--- config.mk ---
export PLATFORM = sky130hd
export DESIGN_NAME = rvcb_dist
export DESIGN_NICKNAME = d
export VERILOG_FILES = /design/src/rvcb_pkg.sv /design/src/rvcb_dist.sv
export SDC_FILE = /design/constraint.sdc
export NUM_CORES = 1
export LEC_CHECK = 0
export ABC_AREA = 1
export BUFFER_PORTS_ARGS = -buffer_cell sky130_fd_sc_hd__buf_2
export CORE_UTILIZATION = 45
export CTS_CLUSTER_SIZE = 30
export DETAILED_ROUTE_END_ITERATION = 12
export PLACE_DENSITY = 0.64
export SLEW_MARGIN = 20
export SYNTH_ARGS = -nofsm -noshare
export SYNTH_HDL_FRONTEND = slang
export SYNTH_SLANG_ARGS = --single-unit
--- constraint.sdc ---
create_clock -name clk -period 14.6 [get_ports clk]
set_input_delay 1.46 -clock clk [delete_from_list [all_inputs] [get_ports clk]]
set_output_delay 1.46 -clock clk [all_outputs]
set_load 0.1 [all_outputs]
--- src/rvcb_pkg.sv ---
// package: widths, register indexes and payload types of the vignette blend block
`timescale 1ns / 1ps

package rvcb_pkg;

	localparam int COORD_BITS = 12;
	localparam int SIZE_W     = 13;
	localparam int DIFF_W     = (COORD_BITS + 1 > SIZE_W) ? COORD_BITS + 1 : SIZE_W;
	localparam int D2_W       = 2 * DIFF_W + 1;
	localparam int RECIP_W    = 40;
	localparam int RECIP_HALF = RECIP_W / 2;
	localparam int Q16_W      = 17;
	localparam int CHAN_W     = 8;
	localparam int PIX_W      = 32;
	localparam int CFG_IDX_W  = 3;
	localparam int INTEN_W    = 17;

	localparam logic [Q16_W-1:0] ONE_Q16   = 17'h10000;
	localparam logic [Q16_W-1:0] ALPHA_MIN = 17'd656;

	typedef enum logic [CFG_IDX_W-1:0] {
		REG_RED       = 3'd0,
		REG_GREEN     = 3'd1,
		REG_BLUE      = 3'd2,
		REG_INTENSITY = 3'd3,
		REG_WIDTH     = 3'd4,
		REG_HEIGHT    = 3'd5,
		REG_RECIP     = 3'd6
	} reg_index_t;

	typedef struct packed {
		logic [COORD_BITS-1:0] pixel_x;
		logic [COORD_BITS-1:0] pixel_y;
		logic [PIX_W-1:0]      pixel_in;
	} pix_in_t;

	typedef struct packed {
		logic [PIX_W-1:0] pixel_out;
		logic             was_blended;
	} pix_out_t;

	typedef struct packed {
		logic [CHAN_W-1:0]  red;
		logic [CHAN_W-1:0]  green;
		logic [CHAN_W-1:0]  blue;
		logic [INTEN_W-1:0] intensity;
		logic [SIZE_W-1:0]  width;
		logic [SIZE_W-1:0]  height;
		logic [RECIP_W-1:0] recip;
	} cfg_t;

	typedef struct packed {
		logic [PIX_W-1:0] pixel;
		logic [D2_W-1:0]  d2;
	} dist_t;

	typedef struct packed {
		logic [PIX_W-1:0] pixel;
		logic [Q16_W-1:0] edge_w;
	} weight_t;

endpackage

--- src/rvcb_dist.sv ---
// squared distance from frame center in half-pixel units, three stages
`timescale 1ns / 1ps

module rvcb_dist (
	input  logic               clk,
	input  logic               arst_n,
	input  rvcb_pkg::cfg_t     cfg,
	input  logic               in_valid,
	output logic               in_ready,
	input  rvcb_pkg::pix_in_t  in_data,
	output logic               out_valid,
	input  logic               out_ready,
	output rvcb_pkg::dist_t    out_data
);

	localparam int DW = rvcb_pkg::DIFF_W;

	logic                     valid_s1, valid_s2, valid_s3;
	logic                     ready_s1, ready_s2, ready_s3;
	logic [DW-1:0]            dx_s1, dy_s1;
	logic [rvcb_pkg::PIX_W-1:0] pix_s1, pix_s2;
	logic [2*DW-1:0]          sqx_s2, sqy_s2;
	rvcb_pkg::dist_t          res_s3;

	logic [DW:0] tx, ty, wx, hy, dx, dy;

	assign ready_s3 = !valid_s3 || out_ready;
	assign ready_s2 = !valid_s2 || ready_s3;
	assign ready_s1 = !valid_s1 || ready_s2;
	assign in_ready = ready_s1;

	always_comb begin
		tx = (DW + 1)'({in_data.pixel_x, 1'b0});
		ty = (DW + 1)'({in_data.pixel_y, 1'b0});
		wx = (DW + 1)'(cfg.width);
		hy = (DW + 1)'(cfg.height);
		dx = (tx >= wx) ? (tx - wx) : (wx - tx);
		dy = (ty >= hy) ? (ty - hy) : (hy - ty);
	end

	always_ff @(posedge clk or negedge arst_n) begin
		if (!arst_n) begin
			valid_s1 <= 1'b0;
			valid_s2 <= 1'b0;
			valid_s3 <= 1'b0;
		end else begin
			if (ready_s1) valid_s1 <= in_valid;
			if (ready_s2) valid_s2 <= valid_s1;
			if (ready_s3) valid_s3 <= valid_s2;
		end
	end

	always_ff @(posedge clk) begin
		if (ready_s1) begin
			dx_s1  <= dx[DW-1:0];
			dy_s1  <= dy[DW-1:0];
			pix_s1 <= in_data.pixel_in;
		end
		if (ready_s2) begin
			sqx_s2 <= dx_s1 * dx_s1;
			sqy_s2 <= dy_s1 * dy_s1;
			pix_s2 <= pix_s1;
		end
		if (ready_s3) begin
			res_s3.d2    <= {1'b0, sqx_s2} + {1'b0, sqy_s2};
			res_s3.pixel <= pix_s2;
		end
	end

	assign out_valid = valid_s3;
	assign out_data  = res_s3;

endmodule

### After elaboration in Yosys (flattened, before gate mapping)

Cells that the tools add are included.

| operators by class | value |
|---|---|
| $add $sub $neg | 5 |
| multiply operators | 2 |
| order comparisons | 2 |
| multiplexer cells | 2 |
| reduce and logical (&&, ||, !) cells | 6 |

Operator list:

| cell | count |
|---|---|
| $mul A13 B13 Y26 | 2 |
| $sub A13 B13 Y13 | 4 |
| $add A26 B26 Y27 | 1 |
| $ge A13 B13 Y1 | 2 |
| $mux W13 | 2 |
| $logic_not A1 Y1 | 3 |
| $logic_or A1 B1 Y1 | 3 |

| word-level totals | value |
|---|---|
| register bits | 204 |
| bits of input ports | 167 |
| output and inout bits | 61 |
| logic and storage cells | 28 |

### Logic depth before layout (Yosys ltp)

| logic depth | value |
|---|---|
| depth after elaboration | 4 |
| gate-level depth with buffers | 24 |
| mapped depth without buffers | 23 |

### Worst setup path before layout

No wires, ideal clock.

| path | value |
|---|---|
| path type | input-to-output |
| start point | input port out_ready |
| end point | output port in_ready |
| arrival time | 4.888 ns |
| required time | 13.140 ns |
| path slack | 8.252 ns |
| stages | 4 |
| buffers on the path | 0 |
| cells stage by stage | inv_1 -> nand2_1 -> nor2_1 -> nand2_1 |

| between the ends | value |
|---|---|
| cells in the longest elaborated chain, start to end | 3 |

RTL lines:

| what | line | source |
|---|---|---|
| start: declaration | rvcb_dist.sv:12 | `input logic out_ready,` |
| $logic_or A1 B1 Y1 | rvcb_dist.sv:27 | `assign ready_s3 = !valid_s3 \|\| out_ready;` |
| net ready_s3 | rvcb_dist.sv:19 | `logic ready_s1, ready_s2, ready_s3;` |
| $logic_or A1 B1 Y1 | rvcb_dist.sv:28 | `assign ready_s2 = !valid_s2 \|\| ready_s3;` |
| $logic_or A1 B1 Y1 | rvcb_dist.sv:29 | `assign ready_s1 = !valid_s1 \|\| ready_s2;` |
| end: declaration | rvcb_dist.sv:9 | `output logic in_ready,` |

The timed path passes the listed nets, and every way through them passes these cells.

### Final worst setup path

| path | value |
|---|---|
| start point | register dx_s1[6] |
| end point | register sqx_s2[24] (data pin) |

| between the ends | value |
|---|---|
| cells in the longest elaborated chain, start to end | 1 |

RTL lines:

| what | line | source |
|---|---|---|
| start: declaration | rvcb_dist.sv:20 | `logic [DW-1:0] dx_s1, dy_s1;` |
| start signal: assignment | rvcb_dist.sv:55 | `dx_s1 <= dx[DW-1:0];` |
| $mul A13 B13 Y26 | rvcb_dist.sv:60 | `sqx_s2 <= dx_s1 * dx_s1;` |
| end signal: assignment | rvcb_dist.sv:60 |  |
| end: declaration | rvcb_dist.sv:22 | `logic [2*DW-1:0] sqx_s2, sqy_s2;` |

No other way between the ends.
A chain may end at the register's enable or synchronous reset.

==> reports/qor.txt <==
Final Skew = 0.0356 ns
f_max = 0.190 GHz
Tcrit/Tclk final = 36.0%
worst setup margin = 9.34 ns
CTS tree = yes
commonest non-fill, non-tap cell in the layout = nand2_1
Max Buffers Root-to-Sink = 3
Synth cell types = 37
register bit total from synthesis = 202
Seq/Total Area, Yosys = 28.5%
Worst Tran Pin Value = 0.852 ns
Yosys top cell area share = 28.1%
DP Worst Slack = 9.36 ns
Crit path required time = 14.85 ns
routed vias/inst = 4.75
antenna violations before repair = 1
setup tns final = 0 ns
Fin. Hold Viols = 0
DIE WIDTH = 219 um
crit path time final = 5.26 ns
Routed Antenna Nets = 0
Yosys warning count = 0
port bufs = 146
crit path kind = flip-flop to flip-flop
commonest cells after routing, fill and taps aside = nand2_1 (763), inv_1 (715), ha_1 (212)
max-cap violation count = 0
Post-DP HPWL = 37.3 mm
htree depth = 1
Hold Buf Count CTS = 0
Pre-antenna DRT Iters = 6
R2R Setup Slk = 9.34 ns
die area = 48100 um2
Die H = 219 um
Finished Cell Area = 23300 um2
# clock sinks = 202
synth top area cells = edfxtp_1 (28%), fa_1 (18%), nand2_1 (14%)
nets = 3335
core footprint = 46600 um2
Resized cells post-CTS = 0
CP startpoint = dx_s1[6]
Yosys top cell by area = edfxtp_1
share of cells above drive strength 1 = 7.99%
Clk pin slew, worst setup/hold paths = 0.06 ns
RR Startpoint = dx_s1[6]
Routed wire per std cell = 13.1 um
initial DRC count = 859
fin. max-slew vios = 0
Hold Path Class = flip-flop to flip-flop
Post-CTS Setup Bufs = 0
vias in the first global route = 16100
Worst setup EP type = flip-flop
Area growth, synth to finish = 9.76%
Setup violations, final = 0
outcome = complete, no violations
unrepaired setup endpoints after global routing = false
DRC Markers = 0
Mapped Avg Cell Area = 8.08 um2
Arr. time, crit path = 5.51 ns
Remaining Overflow, GRT = 0
Root Driver = clkbuf_16
via count = 16100
Hold Worst Slack = 0.412 ns
largest net degree at the start of global routing = 62
Clock Latency Late Sink = 0.54 ns
CP Max Fanout = 14
syn_nets = 3201
total CTS buffers = 22
Overall Global Routing Usage = 18.9%
starting density of the core = 45.6%
cell count after synthesis = 2628
io pins = 228
slew margin rel. = 43.2%
mapped cell area = 21200 um2
RD Place Congestion = 0.914
final wirelength = 44.3 mm
placed cell area = 22600 um2
CP Launch Type = flip-flop
hold path startpoint = pix_s2[23]
first-pass GRT wire length = 74.5 mm
Cell Rows = 79
-- flip-flops by register name, summed over array words and instances (netlist names) --
register	cells
valid_s2	1
sqy_s2	25
sqx_s2	25
out_data	59
dx_s1	13
dy_s1	13
valid_s1	1
pix_s2	32
pix_s1	32
out_valid	1
-- final cells by class --
class	count	area, um2
sequential	202	6050
timing repair buffer	149	753
clock inverter	16	191
multi-input combinational	1671	12300
inverter	716	2690
clock buffer	24	558
antenna	1	2.50
tap	607	759
fill	4436	23200
-- synthesized netlist by cell type, drive strengths merged --
master  instances
nor4            5
or2             8
buf            10
nor2          128
a21oi          71
edfxtp        199
clkbuf         29
fa            194
o21a            1
o21ai          28
and2            5
nand2         772
dfrtp           3
nand3         108
xor2           53
nand4          30
nor3            6
ha            212
inv           716
o31ai           1
xnor2          26
nand3b          6
a21o            1
o21bai         16
-- through the flow --
| stage | utilization [%] | instances |
|---|---|---|
| after floorplan | - | 2628 |
| after global placement | 48.4 | 3345 |
| after detailed placement | 48.4 | 3345 |
| after CTS | 50.1 | 3385 |
| after global routing | 50.1 | 3386 |
| final | 50.1 | 3386 |
-- worst paths after layout --
kind                                end  depth (start not counted)
setup reg to reg             sqx_s2[24]                         20
max in group asynchronous      valid_s1                          1
hold reg to reg            out_data[50]                          0
hold / removal             out_data[50]                          0
setup / recovery             sqx_s2[24]                         20
min in group asynchronous     out_valid                          1
-- critical path, stage by stage, from the launching register on --
cell	delay, ns
edfxtp_1	0.66
nand2_1	0.25
inv_1	0.09
fa_1	0.53
inv_1	0.05
fa_1	0.50
inv_1	0.06
fa_1	0.49
fa_1	0.49
inv_1	0.05
fa_1	0.47
inv_1	0.04
ha_1	0.33
a21oi_1	0.26
inv_1	0.06
a21oi_1	0.25
nand2_1	0.10
nand2_1	0.09
nand3_1	0.07
nand2_1	0.06
nand2_1	0.07
-- metal layers --
| metal | GRT usage (%) | share of wire (%) |
|---|---|---|
| met1 | 23.8 | 44 |
| met2 | 34.7 | 50 |
| met3 | 1.65 | 3.8 |
| met4 | 4.61 | 1.9 |
| met5 | 0 | 0 |
-- kinds of logic after synthesis --
family | count (synthesis) | synth area share [%]
DFF | 202 | 28.5
buffers and inverters | 755 | 13.6
and+or+nand+nor | 1068 | 20.8
xor gates and xnor gates | 79 | 3.26
AOI/OAI and AO/OA | 118 | 3.06
adders and majority gates | 406 | 30.8
Power is not shown: default switching activity piles up to over one toggle a cycle in this logic, so the estimate is an artifact.
