===== config.mk =====
export PLATFORM = sky130hd
export DESIGN_NAME = rvcb_weight
export DESIGN_NICKNAME = d
export VERILOG_FILES = /design/src/rvcb_pkg.sv /design/src/rvcb_weight.sv
export SDC_FILE = /design/constraint.sdc
export NUM_CORES = 2
export LEC_CHECK = 0
export BUFFER_PORTS_ARGS = -buffer_cell sky130_fd_sc_hd__buf_2
export CAP_MARGIN = 20
export CORE_AREA = 3 3 392 200
export CTS_CLUSTER_DIAMETER = 80
export DETAILED_ROUTE_END_ITERATION = 16
export DIE_AREA = 0 0 395 203
export PLACE_DENSITY = 0.81
export SYNTH_ARGS = -nofsm -noshare
export SYNTH_HDL_FRONTEND = slang
export SYNTH_SLANG_ARGS = --single-unit

===== constraint.sdc =====
create_clock -name clk -period 4.5 [get_ports clk]
set_input_delay 0.45 -clock clk [delete_from_list [all_inputs] [get_ports clk]]
set_output_delay 0.45 -clock clk [all_outputs]
set_load 0.05 [all_outputs]

===== src/rvcb_pkg.sv =====
// package: widths, register indexes and payload types of the vignette blend block
`timescale 1ns / 1ps

package rvcb_pkg;

	localparam int COORD_BITS = 12;
	localparam int SIZE_W     = 13;
	localparam int DIFF_W     = (COORD_BITS + 1 > SIZE_W) ? COORD_BITS + 1 : SIZE_W;
	localparam int D2_W       = 2 * DIFF_W + 1;
	localparam int RECIP_W    = 40;
	localparam int RECIP_HALF = RECIP_W / 2;
	localparam int Q16_W      = 17;
	localparam int CHAN_W     = 8;
	localparam int PIX_W      = 32;
	localparam int CFG_IDX_W  = 3;
	localparam int INTEN_W    = 17;

	localparam logic [Q16_W-1:0] ONE_Q16   = 17'h10000;
	localparam logic [Q16_W-1:0] ALPHA_MIN = 17'd656;

	typedef enum logic [CFG_IDX_W-1:0] {
		REG_RED       = 3'd0,
		REG_GREEN     = 3'd1,
		REG_BLUE      = 3'd2,
		REG_INTENSITY = 3'd3,
		REG_WIDTH     = 3'd4,
		REG_HEIGHT    = 3'd5,
		REG_RECIP     = 3'd6
	} reg_index_t;

	typedef struct packed {
		logic [COORD_BITS-1:0] pixel_x;
		logic [COORD_BITS-1:0] pixel_y;
		logic [PIX_W-1:0]      pixel_in;
	} pix_in_t;

	typedef struct packed {
		logic [PIX_W-1:0] pixel_out;
		logic             was_blended;
	} pix_out_t;

	typedef struct packed {
		logic [CHAN_W-1:0]  red;
		logic [CHAN_W-1:0]  green;
		logic [CHAN_W-1:0]  blue;
		logic [INTEN_W-1:0] intensity;
		logic [SIZE_W-1:0]  width;
		logic [SIZE_W-1:0]  height;
		logic [RECIP_W-1:0] recip;
	} cfg_t;

	typedef struct packed {
		logic [PIX_W-1:0] pixel;
		logic [D2_W-1:0]  d2;
	} dist_t;

	typedef struct packed {
		logic [PIX_W-1:0] pixel;
		logic [Q16_W-1:0] edge_w;
	} weight_t;

endpackage


===== src/rvcb_weight.sv =====
// normalized edge weight: product with the split 40-bit reciprocal and saturation, two stages
`timescale 1ns / 1ps

module rvcb_weight (
	input  logic              clk,
	input  logic              arst_n,
	input  rvcb_pkg::cfg_t    cfg,
	input  logic              in_valid,
	output logic              in_ready,
	input  rvcb_pkg::dist_t   in_data,
	output logic              out_valid,
	input  logic              out_ready,
	output rvcb_pkg::weight_t out_data
);

	localparam int D2W    = rvcb_pkg::D2_W;
	localparam int HALF   = rvcb_pkg::RECIP_HALF;
	localparam int RW     = rvcb_pkg::RECIP_W;
	localparam int PART_W = D2W + HALF;
	localparam int PROD_W = D2W + RW;

	logic                       valid_s4, valid_s5;
	logic                       ready_s4, ready_s5;
	logic [PART_W-1:0]          lo_s4, hi_s4;
	logic [rvcb_pkg::PIX_W-1:0] pix_s4;
	rvcb_pkg::weight_t          res_s5;

	logic [PROD_W-1:0] prod;
	logic              sat;

	assign ready_s5 = !valid_s5 || out_ready;
	assign ready_s4 = !valid_s4 || ready_s5;
	assign in_ready = ready_s4;

	always_comb begin
		prod = {hi_s4, {HALF{1'b0}}} + PROD_W'(lo_s4);
		sat  = |prod[PROD_W-1:RW];
	end

	always_ff @(posedge clk or negedge arst_n) begin
		if (!arst_n) begin
			valid_s4 <= 1'b0;
			valid_s5 <= 1'b0;
		end else begin
			if (ready_s4) valid_s4 <= in_valid;
			if (ready_s5) valid_s5 <= valid_s4;
		end
	end

	always_ff @(posedge clk) begin
		if (ready_s4) begin
			lo_s4  <= in_data.d2 * cfg.recip[HALF-1:0];
			hi_s4  <= in_data.d2 * cfg.recip[RW-1:HALF];
			pix_s4 <= in_data.pixel;
		end
		if (ready_s5) begin
			res_s5.edge_w <= sat ? rvcb_pkg::ONE_Q16 : {1'b0, prod[RW-1:RW-16]};
			res_s5.pixel  <= pix_s4;
		end
	end

	assign out_valid = valid_s5;
	assign out_data  = res_s5;

endmodule


== Word-level counts from Yosys, hierarchy flattened ==
Index checks and enable logic that the tools add are counted.
Word-level totals
  register bits: 177
  input port bits: 170
  output and inout port bits: 51
  word-level logic and storage cells: 17
Operators by class
  $add $sub $neg: 1
  $mul: 2
  mux-type cells: 1
  reductions and logical operators: 5
Operators by type and width (count)
  multiplier 27 x 20 -> 47 bit: 2
  adder 67 x 47 -> 67 bit: 1
  OR reduction 27 bit: 1
  two-way mux 17 bit: 1
  logical NOT 1 bit: 2
  logical OR 1 bit: 2

== Depth between registers and ports, before layout ==
  depth in word-level cells: 3
  depth in mapped cells: 29
  mapped depth without buffers: 27

== Worst setup path after synthesis ==
OpenSTA, ideal clock, no wires.
  kind: input port to flip-flop
  from: in cfg[11] (netlist name)
  to: reg lo_s4[46] (data pin)
  library setup time: 0.260 ns
  arrival: 7.002 ns
  required time: 4.240 ns
  setup slack: -2.762 ns
  stages: 27
  path buffers: 2
  cell sequence: clkbuf_1 > clkbuf_1 > nand2_1 > fa_1 > inv_1 > fa_1 > inv_1 > fa_1 > inv_1 > fa_1 > fa_1 > fa_1 > inv_1 > fa_1 > inv_1 > ha_1 > and2_1 > a311o_1 > a21oi_1 > o221ai_1 > o31a_1 > a211o_1 > a22oi_1 > a21oi_1 > a21o_1 > a21oi_1 > xnor2_1
Between the ends
  cells in the longest elaborated chain, start to end: 1
RTL lines
  from (decl): line rvcb_weight.sv:7  | input rvcb_pkg::cfg_t cfg,
  multiplier 27 x 20 -> 47 bit: line rvcb_weight.sv:52  | lo_s4 <= in_data.d2 * cfg.recip[HALF-1:0];
  to (signal assigned): line rvcb_weight.sv:52
  to (decl): line rvcb_weight.sv:24  | logic [PART_W-1:0] lo_s4, hi_s4;
Every way passes these cells.
A chain may end at the register's enable or synchronous reset.

== Worst setup path after layout ==
  from: in in_data[13] (netlist name)
  to: reg hi_s4[45] (data pin)
Between the ends
  cells in the longest elaborated chain, start to end: 1
RTL lines
  from (decl): line rvcb_weight.sv:10  | input rvcb_pkg::dist_t in_data,
  multiplier 27 x 20 -> 47 bit: line rvcb_weight.sv:53  | hi_s4 <= in_data.d2 * cfg.recip[RW-1:HALF];
  to (signal assigned): line rvcb_weight.sv:53
  to (decl): line rvcb_weight.sv:24
Every way passes these cells.

==> metrics.txt <==
failing checks negative setup slack; die width 395 um; vias in the first global route 36,900; reg2reg path depth 13; Final Slew Violations 0; post-synthesis cell type count 80; Hold Path Sink pix_s4[31]$_DFFE_PP_; drt pass-1 iters 6; Sink Count 157; Crit Path Category input port to register; EDFF count, synth 155; cell area after layout 50,960 um^2; Die Ht 203 um; area delta synth->final 23.59%; Min-Delay Path Class input port to register; post-placement cell area 47,230 um^2; max-cap violation count 0; R2R Setup Slk 0.48 ns; largest net degree at the start of global routing 79; Worst Hold Depth 1; HPWL after DPL 100,400 um; top_reg_cell synth edfxtp_1; DIE AREA 80,190 um^2; crit path time final 7.403 ns; IO Pins 221; top-area cell type share of the netlist area 43.26%; first-pass GRT wire length 198,500 um; setup TNS -133.07 ns; fin worst setup slack -2.903 ns; Post-Route WL 134,300 um; share of cells above drive strength 1 23.84%; GP Congestion 0.9899; DRC 0; filler cell count 4,972; FP Rows 71; initial antenna violation count 11; Syn. warnings 0; # setup viols final 67; cells after synthesis 4,406; via count 34,590; Tightest Pin Transition 0.6721 ns; Worst Skew 0.01954 ns; Final Hold Fails 0; worst reg2reg endpoint out_data[5]$_SDFFCE_PP0P_; fin nets 6,356; All-Layer GR Usage 31.64%; HP Start in_data[58]; Clk Latency, worst-skew pair 0.46 ns; area leader, netlist fa_1; Via density 5.767; ranking of synthesized cells by area fa_1 (43%), edfxtp_1 (11%), ha_1 (10%); Yosys reg bits 157; final antenna-violating net count 0; CTS tree done; Initial Util 54.92%; CP Capture Type register; final cell count without fillers 5,998; worst r2r src lo_s4[35]$_DFFE_PP_; CP max FO 8; worst path required time 4.70 ns; Port-buffer cells 153; Synth Cell Area 41,230 um^2; cell count after placement 5,875; highest clock rate 135.1 MHz; core box area 75,070 um^2; Seq/Total Area, Yosys 11.41%; CP arrival 7.60 ns; Critical Path Source Type input port; Final Cycle Share 164.5%; RSZ-0062 raised after global routing true; slew margin rel. 54.61%; Avg Inst Size Synth 9.358 um^2; drt wl/cell 22.39 um; H-Tree Depth 4; Reg clk slew, reported paths 0.08 ns; Mapped Nets 5,805; outcome finished with violations; CTS Buffer Depth 2; number of DRC markers in iteration 0 3,565; Clock Root Buffer clkbuf_16; remaining global-route overflow 0; cts bufs inserted 17; FFs w/ async S/R, synth 1.274%
placed cells by master, fill, tap and decap left out, types with 28 or more instances in the layout:
cell type	synthesis	final
nor2_1	59	43
and2_4	0	53
fa_1	891	829
a21oi_2	0	39
fa_2	0	62
inv_1	1009	955
buf_6	1	82
xnor2_1	66	51
buf_4	1	477
inv_2	0	54
a21oi_1	111	65
and2_1	485	432
edfxtp_1	155	155
ha_4	0	45
buf_2	7	105
a21o_1	46	46
o21ai_0	51	28
ha_1	338	292
nand2_1	656	635
buf_12	0	52
per-layer routing:
metal	GRT usage [%]	vias to the layer above	share of wire, %
met4	13.00	8	6.1
met5	0	-	0.064
met1	40.87	17150	36
met2	50.87	2399	45
li1	-	14340	-
met3	8.514	695	13
metrics by stage:
step / utilization (%) / hold slack [ns] / worst slack (ns)
after floorplan: - / 0.1544 / -2.436
after global placement: 62.88 / 0.2375 / -2.952
after detailed placement: 62.92 / 0.2413 / -3.105
after CTS: 65.97 / 0.1511 / -2.280
after global routing: 67.87 / 0.1487 / -3.027
final: 67.88 / 0.1614 / -2.903
critical path, cell delays in order:
cell and delay [ns]:
buf_6 0.15, and2_1 0.46, fa_1 0.65, fa_1 0.62, inv_1 0.09, fa_1 0.48, inv_1 0.05, fa_1 0.50
fa_1 0.44, fa_1 0.49, inv_1 0.06, fa_1 0.51, inv_2 0.05, ha_4 0.24, a21oi_4 0.15, o211ai_1 0.17
a221oi_2 0.31, or2_4 0.16, o31a_1 0.23, a31oi_4 0.13, buf_6 0.14, a2111o_1 0.40, a21o_1 0.22, a21oi_2 0.20
o21ai_2 0.07, xor2_1 0.14
synth_stat cells, types with 3 or more instances:
cell type  number
a31oi_1         4
o221ai_1        4
buf_2           7
o21bai_1       15
ha_1          338
o41ai_1         4
o31ai_1         8
a221oi_1        5
a221o_1         3
o2111ai_1       4
o21a_1         18
nor4_1          6
or3_1           3
nand2b_1       13
a22oi_1         4
xnor2_1        66
nand2_1       656
a21o_1         46
nand3_1        26
a21oi_1       111
a31o_2          3
o31a_1          6
a211oi_1       10
mux2i_1         6
and4_1          4
clkbuf_1      212
nand4_1        22
inv_1        1009
nor2_1         59
nor2b_1        11
xor2_1         26
or4_1           3
a211o_1         5
fa_1          891
or2_2           4
o211ai_1        6
and3_1         28
o21ai_0        51
and2_1        485
nor3_1         19
edfxtp_1      155
state kept, by name, summed over array words and instances, names as in the netlist:
| name | count |
|---|---|
| out_data | 49 |
| hi_s4 | 47 |
| pix_s4 | 32 |
| lo_s4 | 27 |
| out_valid | 1 |
| valid_s4 | 1 |
cells by family after synthesis:
kind of cell | synth area share (%)
xor+xnor | 1.954
compound gates | 5.459
fa+ha+maj | 53.52
flops | 11.41
simple gates | 16.26
mux | 0.1457
buf+inv | 11.25
worst max path at each step:
stage                 from             endpoint  slack (ns)  depth (start not counted)
4_1_cts        in_data[10]  lo_s4[46]$_DFFE_PP_       -2.28                         26
3_3_place_gp   in_data[15]  lo_s4[46]$_DFFE_PP_       -2.95                         26
3_5_place_dp    in_data[7]  lo_s4[46]$_DFFE_PP_       -3.11                         26
2_1_floorplan  in_data[11]  hi_s4[39]$_DFFE_PP_       -2.44                         26
6_report       in_data[13]  hi_s4[45]$_DFFE_PP_       -2.90                         26
5_1_grt        in_data[13]  hi_s4[41]$_DFFE_PP_       -3.03                         26
final cells by class:
class	count	area, um^2	share of cell area (%)
flip-flops and latches	157	4706	9.235
clock inverters	15	153.9	0.3020
clock buffers	17	425.4	0.8348
well taps	1022	1279	2.509
inverters	1009	3787	7.433
diodes	6	15.01	0.02947
multi-input cells	3019	33870	66.48
repair buffers	753	6716	13.18
repair_timing:
item | CTS | global route
pin swaps | 123 | 167
gates cloned | 4 | 3
setup endpoints to repair | 69 | 67
hold buffers | 1 | 0
gates resized for setup | 286 | 289
endpoints found under the hold margin | 2 | 0
setup buffers | 74 | 37
Power is left out: the tool's default activity adds up to more than one toggle a clock period on the data nets, which glitch-free logic cannot reach.
