===== src/rvcb_pkg.sv =====
// package: widths, register indexes and payload types of the vignette blend block
`timescale 1ns / 1ps

package rvcb_pkg;

	localparam int COORD_BITS = 12;
	localparam int SIZE_W     = 13;
	localparam int DIFF_W     = (COORD_BITS + 1 > SIZE_W) ? COORD_BITS + 1 : SIZE_W;
	localparam int D2_W       = 2 * DIFF_W + 1;
	localparam int RECIP_W    = 40;
	localparam int RECIP_HALF = RECIP_W / 2;
	localparam int Q16_W      = 17;
	localparam int CHAN_W     = 8;
	localparam int PIX_W      = 32;
	localparam int CFG_IDX_W  = 3;
	localparam int INTEN_W    = 17;

	localparam logic [Q16_W-1:0] ONE_Q16   = 17'h10000;
	localparam logic [Q16_W-1:0] ALPHA_MIN = 17'd656;

	typedef enum logic [CFG_IDX_W-1:0] {
		REG_RED       = 3'd0,
		REG_GREEN     = 3'd1,
		REG_BLUE      = 3'd2,
		REG_INTENSITY = 3'd3,
		REG_WIDTH     = 3'd4,
		REG_HEIGHT    = 3'd5,
		REG_RECIP     = 3'd6
	} reg_index_t;

	typedef struct packed {
		logic [COORD_BITS-1:0] pixel_x;
		logic [COORD_BITS-1:0] pixel_y;
		logic [PIX_W-1:0]      pixel_in;
	} pix_in_t;

	typedef struct packed {
		logic [PIX_W-1:0] pixel_out;
		logic             was_blended;
	} pix_out_t;

	typedef struct packed {
		logic [CHAN_W-1:0]  red;
		logic [CHAN_W-1:0]  green;
		logic [CHAN_W-1:0]  blue;
		logic [INTEN_W-1:0] intensity;
		logic [SIZE_W-1:0]  width;
		logic [SIZE_W-1:0]  height;
		logic [RECIP_W-1:0] recip;
	} cfg_t;

	typedef struct packed {
		logic [PIX_W-1:0] pixel;
		logic [D2_W-1:0]  d2;
	} dist_t;

	typedef struct packed {
		logic [PIX_W-1:0] pixel;
		logic [Q16_W-1:0] edge_w;
	} weight_t;

endpackage


===== src/rvcb_blend.sv =====
// alpha from intensity, threshold and per-channel color mix, two stages
`timescale 1ns / 1ps

module rvcb_blend (
	input  logic               clk,
	input  logic               arst_n,
	input  rvcb_pkg::cfg_t     cfg,
	input  logic               in_valid,
	output logic               in_ready,
	input  rvcb_pkg::weight_t  in_data,
	output logic               out_valid,
	input  logic               out_ready,
	output rvcb_pkg::pix_out_t out_data
);

	localparam int QW = rvcb_pkg::Q16_W;
	localparam int CW = rvcb_pkg::CHAN_W;
	localparam int MW = 2 * QW;
	localparam int AW = CW + QW;

	function automatic logic [CW-1:0] mix(input logic [CW-1:0] p, input logic [CW-1:0] c,
		input logic [QW-1:0] a);
		logic [AW-1:0] acc;
		acc = AW'(p) * AW'(rvcb_pkg::ONE_Q16 - a) + AW'(c) * AW'(a);
		return acc[AW-2:AW-1-CW];
	endfunction

	logic                       valid_s6, valid_s7;
	logic                       ready_s6, ready_s7;
	logic [QW-1:0]              alpha_s6;
	logic [rvcb_pkg::PIX_W-1:0] pix_s6;
	rvcb_pkg::pix_out_t         res_s7;

	logic [QW-1:0] inten;
	logic [MW-1:0] prod;
	logic          blend;

	assign ready_s7 = !valid_s7 || out_ready;
	assign ready_s6 = !valid_s6 || ready_s7;
	assign in_ready = ready_s6;

	always_comb begin
		inten = (cfg.intensity > rvcb_pkg::ONE_Q16) ? rvcb_pkg::ONE_Q16 : cfg.intensity;
		prod  = in_data.edge_w * inten;
		blend = (alpha_s6 >= rvcb_pkg::ALPHA_MIN);
	end

	always_ff @(posedge clk or negedge arst_n) begin
		if (!arst_n) begin
			valid_s6 <= 1'b0;
			valid_s7 <= 1'b0;
		end else begin
			if (ready_s6) valid_s6 <= in_valid;
			if (ready_s7) valid_s7 <= valid_s6;
		end
	end

	always_ff @(posedge clk) begin
		if (ready_s6) begin
			alpha_s6 <= prod[QW+15:16];
			pix_s6   <= in_data.pixel;
		end
		if (ready_s7) begin
			res_s7.was_blended <= blend;
			if (blend) begin
				res_s7.pixel_out <= {8'h00,
					mix(pix_s6[23:16], cfg.red, alpha_s6),
					mix(pix_s6[15:8], cfg.green, alpha_s6),
					mix(pix_s6[7:0], cfg.blue, alpha_s6)};
			end else begin
				res_s7.pixel_out <= pix_s6;
			end
		end
	end

	assign out_valid = valid_s7;
	assign out_data  = res_s7;

endmodule


===== config.mk =====
export PLATFORM = sky130hd
export DESIGN_NAME = rvcb_blend
export DESIGN_NICKNAME = d
export VERILOG_FILES = /design/src/rvcb_pkg.sv /design/src/rvcb_blend.sv
export SDC_FILE = /design/constraint.sdc
export NUM_CORES = 2
export LEC_CHECK = 0
export BUFFER_PORTS_ARGS = -buffer_cell sky130_fd_sc_hd__buf_2
export CORE_ASPECT_RATIO = 1.4
export CORE_MARGIN = 2
export CORE_UTILIZATION = 29
export DETAILED_ROUTE_END_ITERATION = 12
export SLEW_MARGIN = 20
export SYNTH_ARGS = -nofsm -noshare
export SYNTH_HDL_FRONTEND = slang
export SYNTH_SLANG_ARGS = --single-unit

===== constraint.sdc =====
create_clock -name clk -period 14.83 [get_ports clk]
set_input_delay 1.483 -clock clk [delete_from_list [all_inputs] [get_ports clk]]
set_output_delay 1.483 -clock clk [all_outputs]
set_load 0.02 [all_outputs]

* Word-level counts from Yosys, hierarchy flattened *
Index checks and enable logic that the tools add are counted.

storage, ports and cells
  output and inout bits = 35
  flip-flop bits (word level) = 84
  word-level logic and storage cells = 26
  input port bits = 160

operators by class
  reductions and logical operators = 4
  multiplexer cells = 2
  $add $sub $neg = 4
  multipliers = 7
  $lt $le $gt $ge = 2

operators with widths
  kind                      count
  $add A24 B24 Y24          3
  $mul A8 B17 Y24           3
  $mul A8 B25 Y24           2
  $mul A17 B17 Y33          1
  $mul A9 B18 Y24           1
  $mux W24                  1
  $sub A17 B17 Y18 const A  1
  $ge A17 B10 Y1 const B    1
  $gt A17 B17 Y1 const B    1
  $mux W17                  1
  $logic_not A1 Y1          2
  $logic_or A1 B1 Y1        2

* Logic depth before layout (Yosys ltp) *
  word-level depth = 4
  mapped depth = 31
  gate-level depth less buffers = 28

* Worst setup path before layout *
No wires, ideal clock.

  path type = input to register
  from = in cfg[71] in the netlist's numbering
  to = reg alpha_s6[14], data pin
  slack = 7000 ps
  cell stages on the path = 25
  library setup time = 258 ps
  required time = 14572 ps
  data arrival time = 7573 ps
  cells stage by stage = nor4_1 > a41oi_1 > nor2b_1 > clkbuf_1 > clkbuf_1 > nand2_1 > fa_1 > inv_1 > fa_1 > inv_1 > fa_1 > inv_1 > fa_1 > fa_1 > fa_1 > ha_1 > a21oi_1 > o21bai_1 > a21oi_1 > o22ai_1 > o2111ai_1 > a21oi_1 > or2_2 > a21oi_1 > xnor2_1

between the ends
  cells in the longest elaborated chain, start to end = 3

RTL lines
  element                 line              source
  start: declaration      rvcb_blend.sv:7   input rvcb_pkg::cfg_t cfg,
  $gt A17 B17 Y1          rvcb_blend.sv:43  inten = (cfg.intensity > rvcb_pkg::ONE_Q16) ? rvcb_pkg::ONE_Q16 : cfg.intensity;
  $mux W17 (*)            rvcb_blend.sv:43
  $mul A17 B17 Y33 (*)    rvcb_blend.sv:44  prod = in_data.edge_w * inten;
  net prod[30]            rvcb_blend.sv:35  logic [MW-1:0] prod;
  end signal: assignment  rvcb_blend.sv:60  alpha_s6 <= prod[QW+15:16];
  end: declaration        rvcb_blend.sv:30  logic [QW-1:0] alpha_s6;

The timed path passes the listed nets; every way through them passes the cells marked *.
A chain may end at the register's enable or synchronous reset.

* Final worst setup path *
Ends and elaborated chain as after synthesis.

==> flow_metrics.env <==
export IMPL_die_h_um=426
export IMPL_first_iter_violations=1173
export IMPL_yosysUniqueCellTypes=60
export IMPL_cap_violations=0
export IMPL_ant_nets=0
export IMPL_syn_num_nets=5353
export IMPL_synth_seq_cells=84
export IMPL_finish_net_count=5326
export IMPL_fin_worst_skew_ps=16.6
export IMPL_min_period_ps=8910
export IMPL_port_buffers=128
export IMPL_clk_insertion_delay_late_ps=410
export IMPL_path_clk_slew_ps=80
export IMPL_firstDrtPassIters=7
export IMPL_start_util_pct=29.3
export IMPL_drv_slew=0
export IMPL_drc=0
export IMPL_synth_edff_count=82
export IMPL_core_rowCount=154
export IMPL_gp_congestion=0.837
export IMPL_synth_ff_type="edfxtp_1"
export IMPL_endpoint_kind="flip-flop"
export IMPL_grt_max_degree=48
export IMPL_critical_path_top_delay_family="adder cells"
export IMPL_setup_viol=0
export IMPL_cp_required_ps=14980
export IMPL_post_route_period_util_pct=60.1
export IMPL_drive_gt1_share_pct=5.93
export IMPL_wire_per_inst_um=16.5
export IMPL_path_buf_inv=5
export IMPL_root_buffer="clkbuf_16"
export IMPL_cts_path_max_buffers=2
export IMPL_reg2reg_from="alpha_s6[1]"
export IMPL_htreeDepth=3
export IMPL_arrival_ps=9060
export IMPL_yosysWarningCount=0
export IMPL_yosysTopAreaCellShare_pct=50.1
export IMPL_overflow=0
export IMPL_viasPerCell=4.59
export IMPL_synth_area_sq_um=36900
export IMPL_layout_commonest_cell="inv_1"
export IMPL_startpoint="cfg[71]"
export IMPL_cp_slowest_cell="nor2b_1"
export IMPL_grt_first_pass_wirelength_um=154000
export IMPL_status="completed"
export IMPL_synth_area_leader_cell="fa_1"
export IMPL_async_reset_ff_share_pct=2.38
export IMPL_cts_resized=0
export IMPL_use_met3_pct=1.41
export IMPL_place_hpwl_um=74100
export IMPL_gr_usage_met1_pct=17.7
export IMPL_holdBufCountCts=0
export IMPL_slowest_delay_ps=770
export IMPL_synthTopCellsByArea="fa_1 50%, ha_1 9.7%, inv_1 9.7%, nand2_1 7.5%, and2_1 7.2%"
export IMPL_r2r_end="out_data[8]"
export IMPL_r2r_cells=30
export IMPL_reg2reg_setup_slack_ps=6020
export IMPL_ios=195
export IMPL_clkSinkCount=84
export IMPL_seq_area_frac_synth_pct=6.81
export IMPL_finalSetupTns_ps=0
export IMPL_critical_path_peak_fanout=10
export IMPL_worstSetupPathType="in -> reg"
export IMPL_post_cts_setup_buffer_count=0
export IMPL_final_cell_mix="952 x inv_1, 923 x fa_1, 737 x nand2_1, 423 x and2_1, 287 x ha_1"
export IMPL_fmax_ghz=0.112
export IMPL_start_kind="primary input"
export IMPL_core_area_sq_um=126000
export IMPL_cts_tree="yes"
export IMPL_rsz0062_at_grt="false"
export IMPL_max_slew_margin_rel_pct=32.5
export IMPL_grt_busiest_layer="met2"
export IMPL_worst_pin_slew_ps=1000
export IMPL_grt_antenna_before_repair=5
export IMPL_hp_class="reg -> reg"
export IMPL_syn_area_per_cell_sq_um=9.27
export IMPL_cts_buffers_inserted=9
export IMPL_syn2layout_area_growth_pct=7.24
export IMPL_chipWidth_um=305
export IMPL_dr_total_vias=25700
export IMPL_cpMostUsedCell="fa_1"
export IMPL_drt_total_wl_um=92200
export IMPL_syn_inst=3983
export IMPL_gr_usage_all_layers_pct=15.0
export IMPL_grt_pass1_vias=28800
export IMPL_crit_path_end="alpha_s6[14]"
export IMPL_grt_use_met2_pct=28.3
export IMPL_hold_violations=0
export IMPL_die_area_sq_um=130000
export IMPL_cp_depth=25
-- Yosys cell counts (all sizes together) (9+ instances only) --
| library cell | count |
|---|---|
| o21a | 16 |
| buf | 25 |
| xor2 | 24 |
| xnor2 | 72 |
| o31ai | 9 |
| fa | 923 |
| inv | 952 |
| nand3 | 14 |
| nor3 | 18 |
| o21ai | 22 |
| clkbuf | 194 |
| nand4 | 9 |
| nor2b | 21 |
| nor2 | 37 |
| and2 | 423 |
| a21o | 12 |
| edfxtp | 82 |
| ha | 287 |
| a21oi | 38 |
| nand2 | 737 |
-- stage by stage --
stage	setup WS [ps]	cells	util (%)	area [sq um]	hold WS [ps]
after detailed placement	5530	5583	31.2	39300	448
after global placement	5700	5583	31.2	39300	447
after CTS	5940	5599	31.4	39600	470
after global routing	5460	5599	31.4	39600	494
after floorplan	7000	3983	-	36900	435
final	5920	5600	31.4	39600	471
-- worst min path at each step --
stage / start / to / slack [ps] / cells past startpoint
floorplan: valid_s6 / out_valid / 440 / 1
global placement: valid_s6 / out_valid / 450 / 1
detailed placement: valid_s6 / out_valid / 450 / 1
CTS: valid_s6 / out_valid / 470 / 1
global route: valid_s6 / out_valid / 490 / 1
finish: valid_s6 / out_valid / 470 / 1
-- kinds of logic (layout without fill, tap and decap cells) --
| kind of cell | after synthesis | count (layout) | synth area share [%] |
|---|---|---|---|
| AND/OR/NAND/NOR | 1286 | 1286 | 16.5 |
| adder cells (fa/ha/maj) | 1210 | 1210 | 59.8 |
| buffers and inverters | 1171 | 1149 | 11.9 |
| AO/OA/AOI/OAI | 133 | 133 | 2.54 |
| XOR/XNOR | 96 | 96 | 2.30 |
| flip-flops | 84 | 84 | 6.81 |
| multiplexers | 3 | 3 | 0.0848 |
| other | 0 | 1 | 0 |
-- layer usage --
metal	up-vias	share of wire (%)
met5	-	0.044
met2	573	54
met3	126	3.5
met4	6	3.1
met1	13600	39
li1	11400	-
-- state kept, by name, indices dropped and copies added, names as in the netlist --
| signal | cells |
|---|---|
| alpha_s6 | 17 |
| valid_s6 | 1 |
| out_data | 33 |
| pix_s6 | 32 |
| out_valid | 1 |
-- layout make-up --
type,count,area [sq um]
Clock buffer,9,225
Antenna cell,1,2.50
Fill cell,13200,86400
Tap cell,1638,2050
Clock inverter,7,71.3
Inverter,952,3570
Sequential cell,84,2510
Multi-Input combinational cell,2728,30100
Timing Repair Buffer,181,1040
-- worst register-to-register path: cells and delay by family (launching register included) --
family / cells / cell delay (ps)
AOI/OAI and AO/OA: 7 / 1600
xor gates and xnor gates: 2 / 560
adders and majority gates: 8 / 3520
buffers and inverters: 8 / 1080
DFF: 1 / 360
muxes: 1 / 210
and+or+nand+nor: 4 / 1270
Power is not shown: default switching activity piles up to over one toggle a cycle in this logic, so the estimate is an artifact.
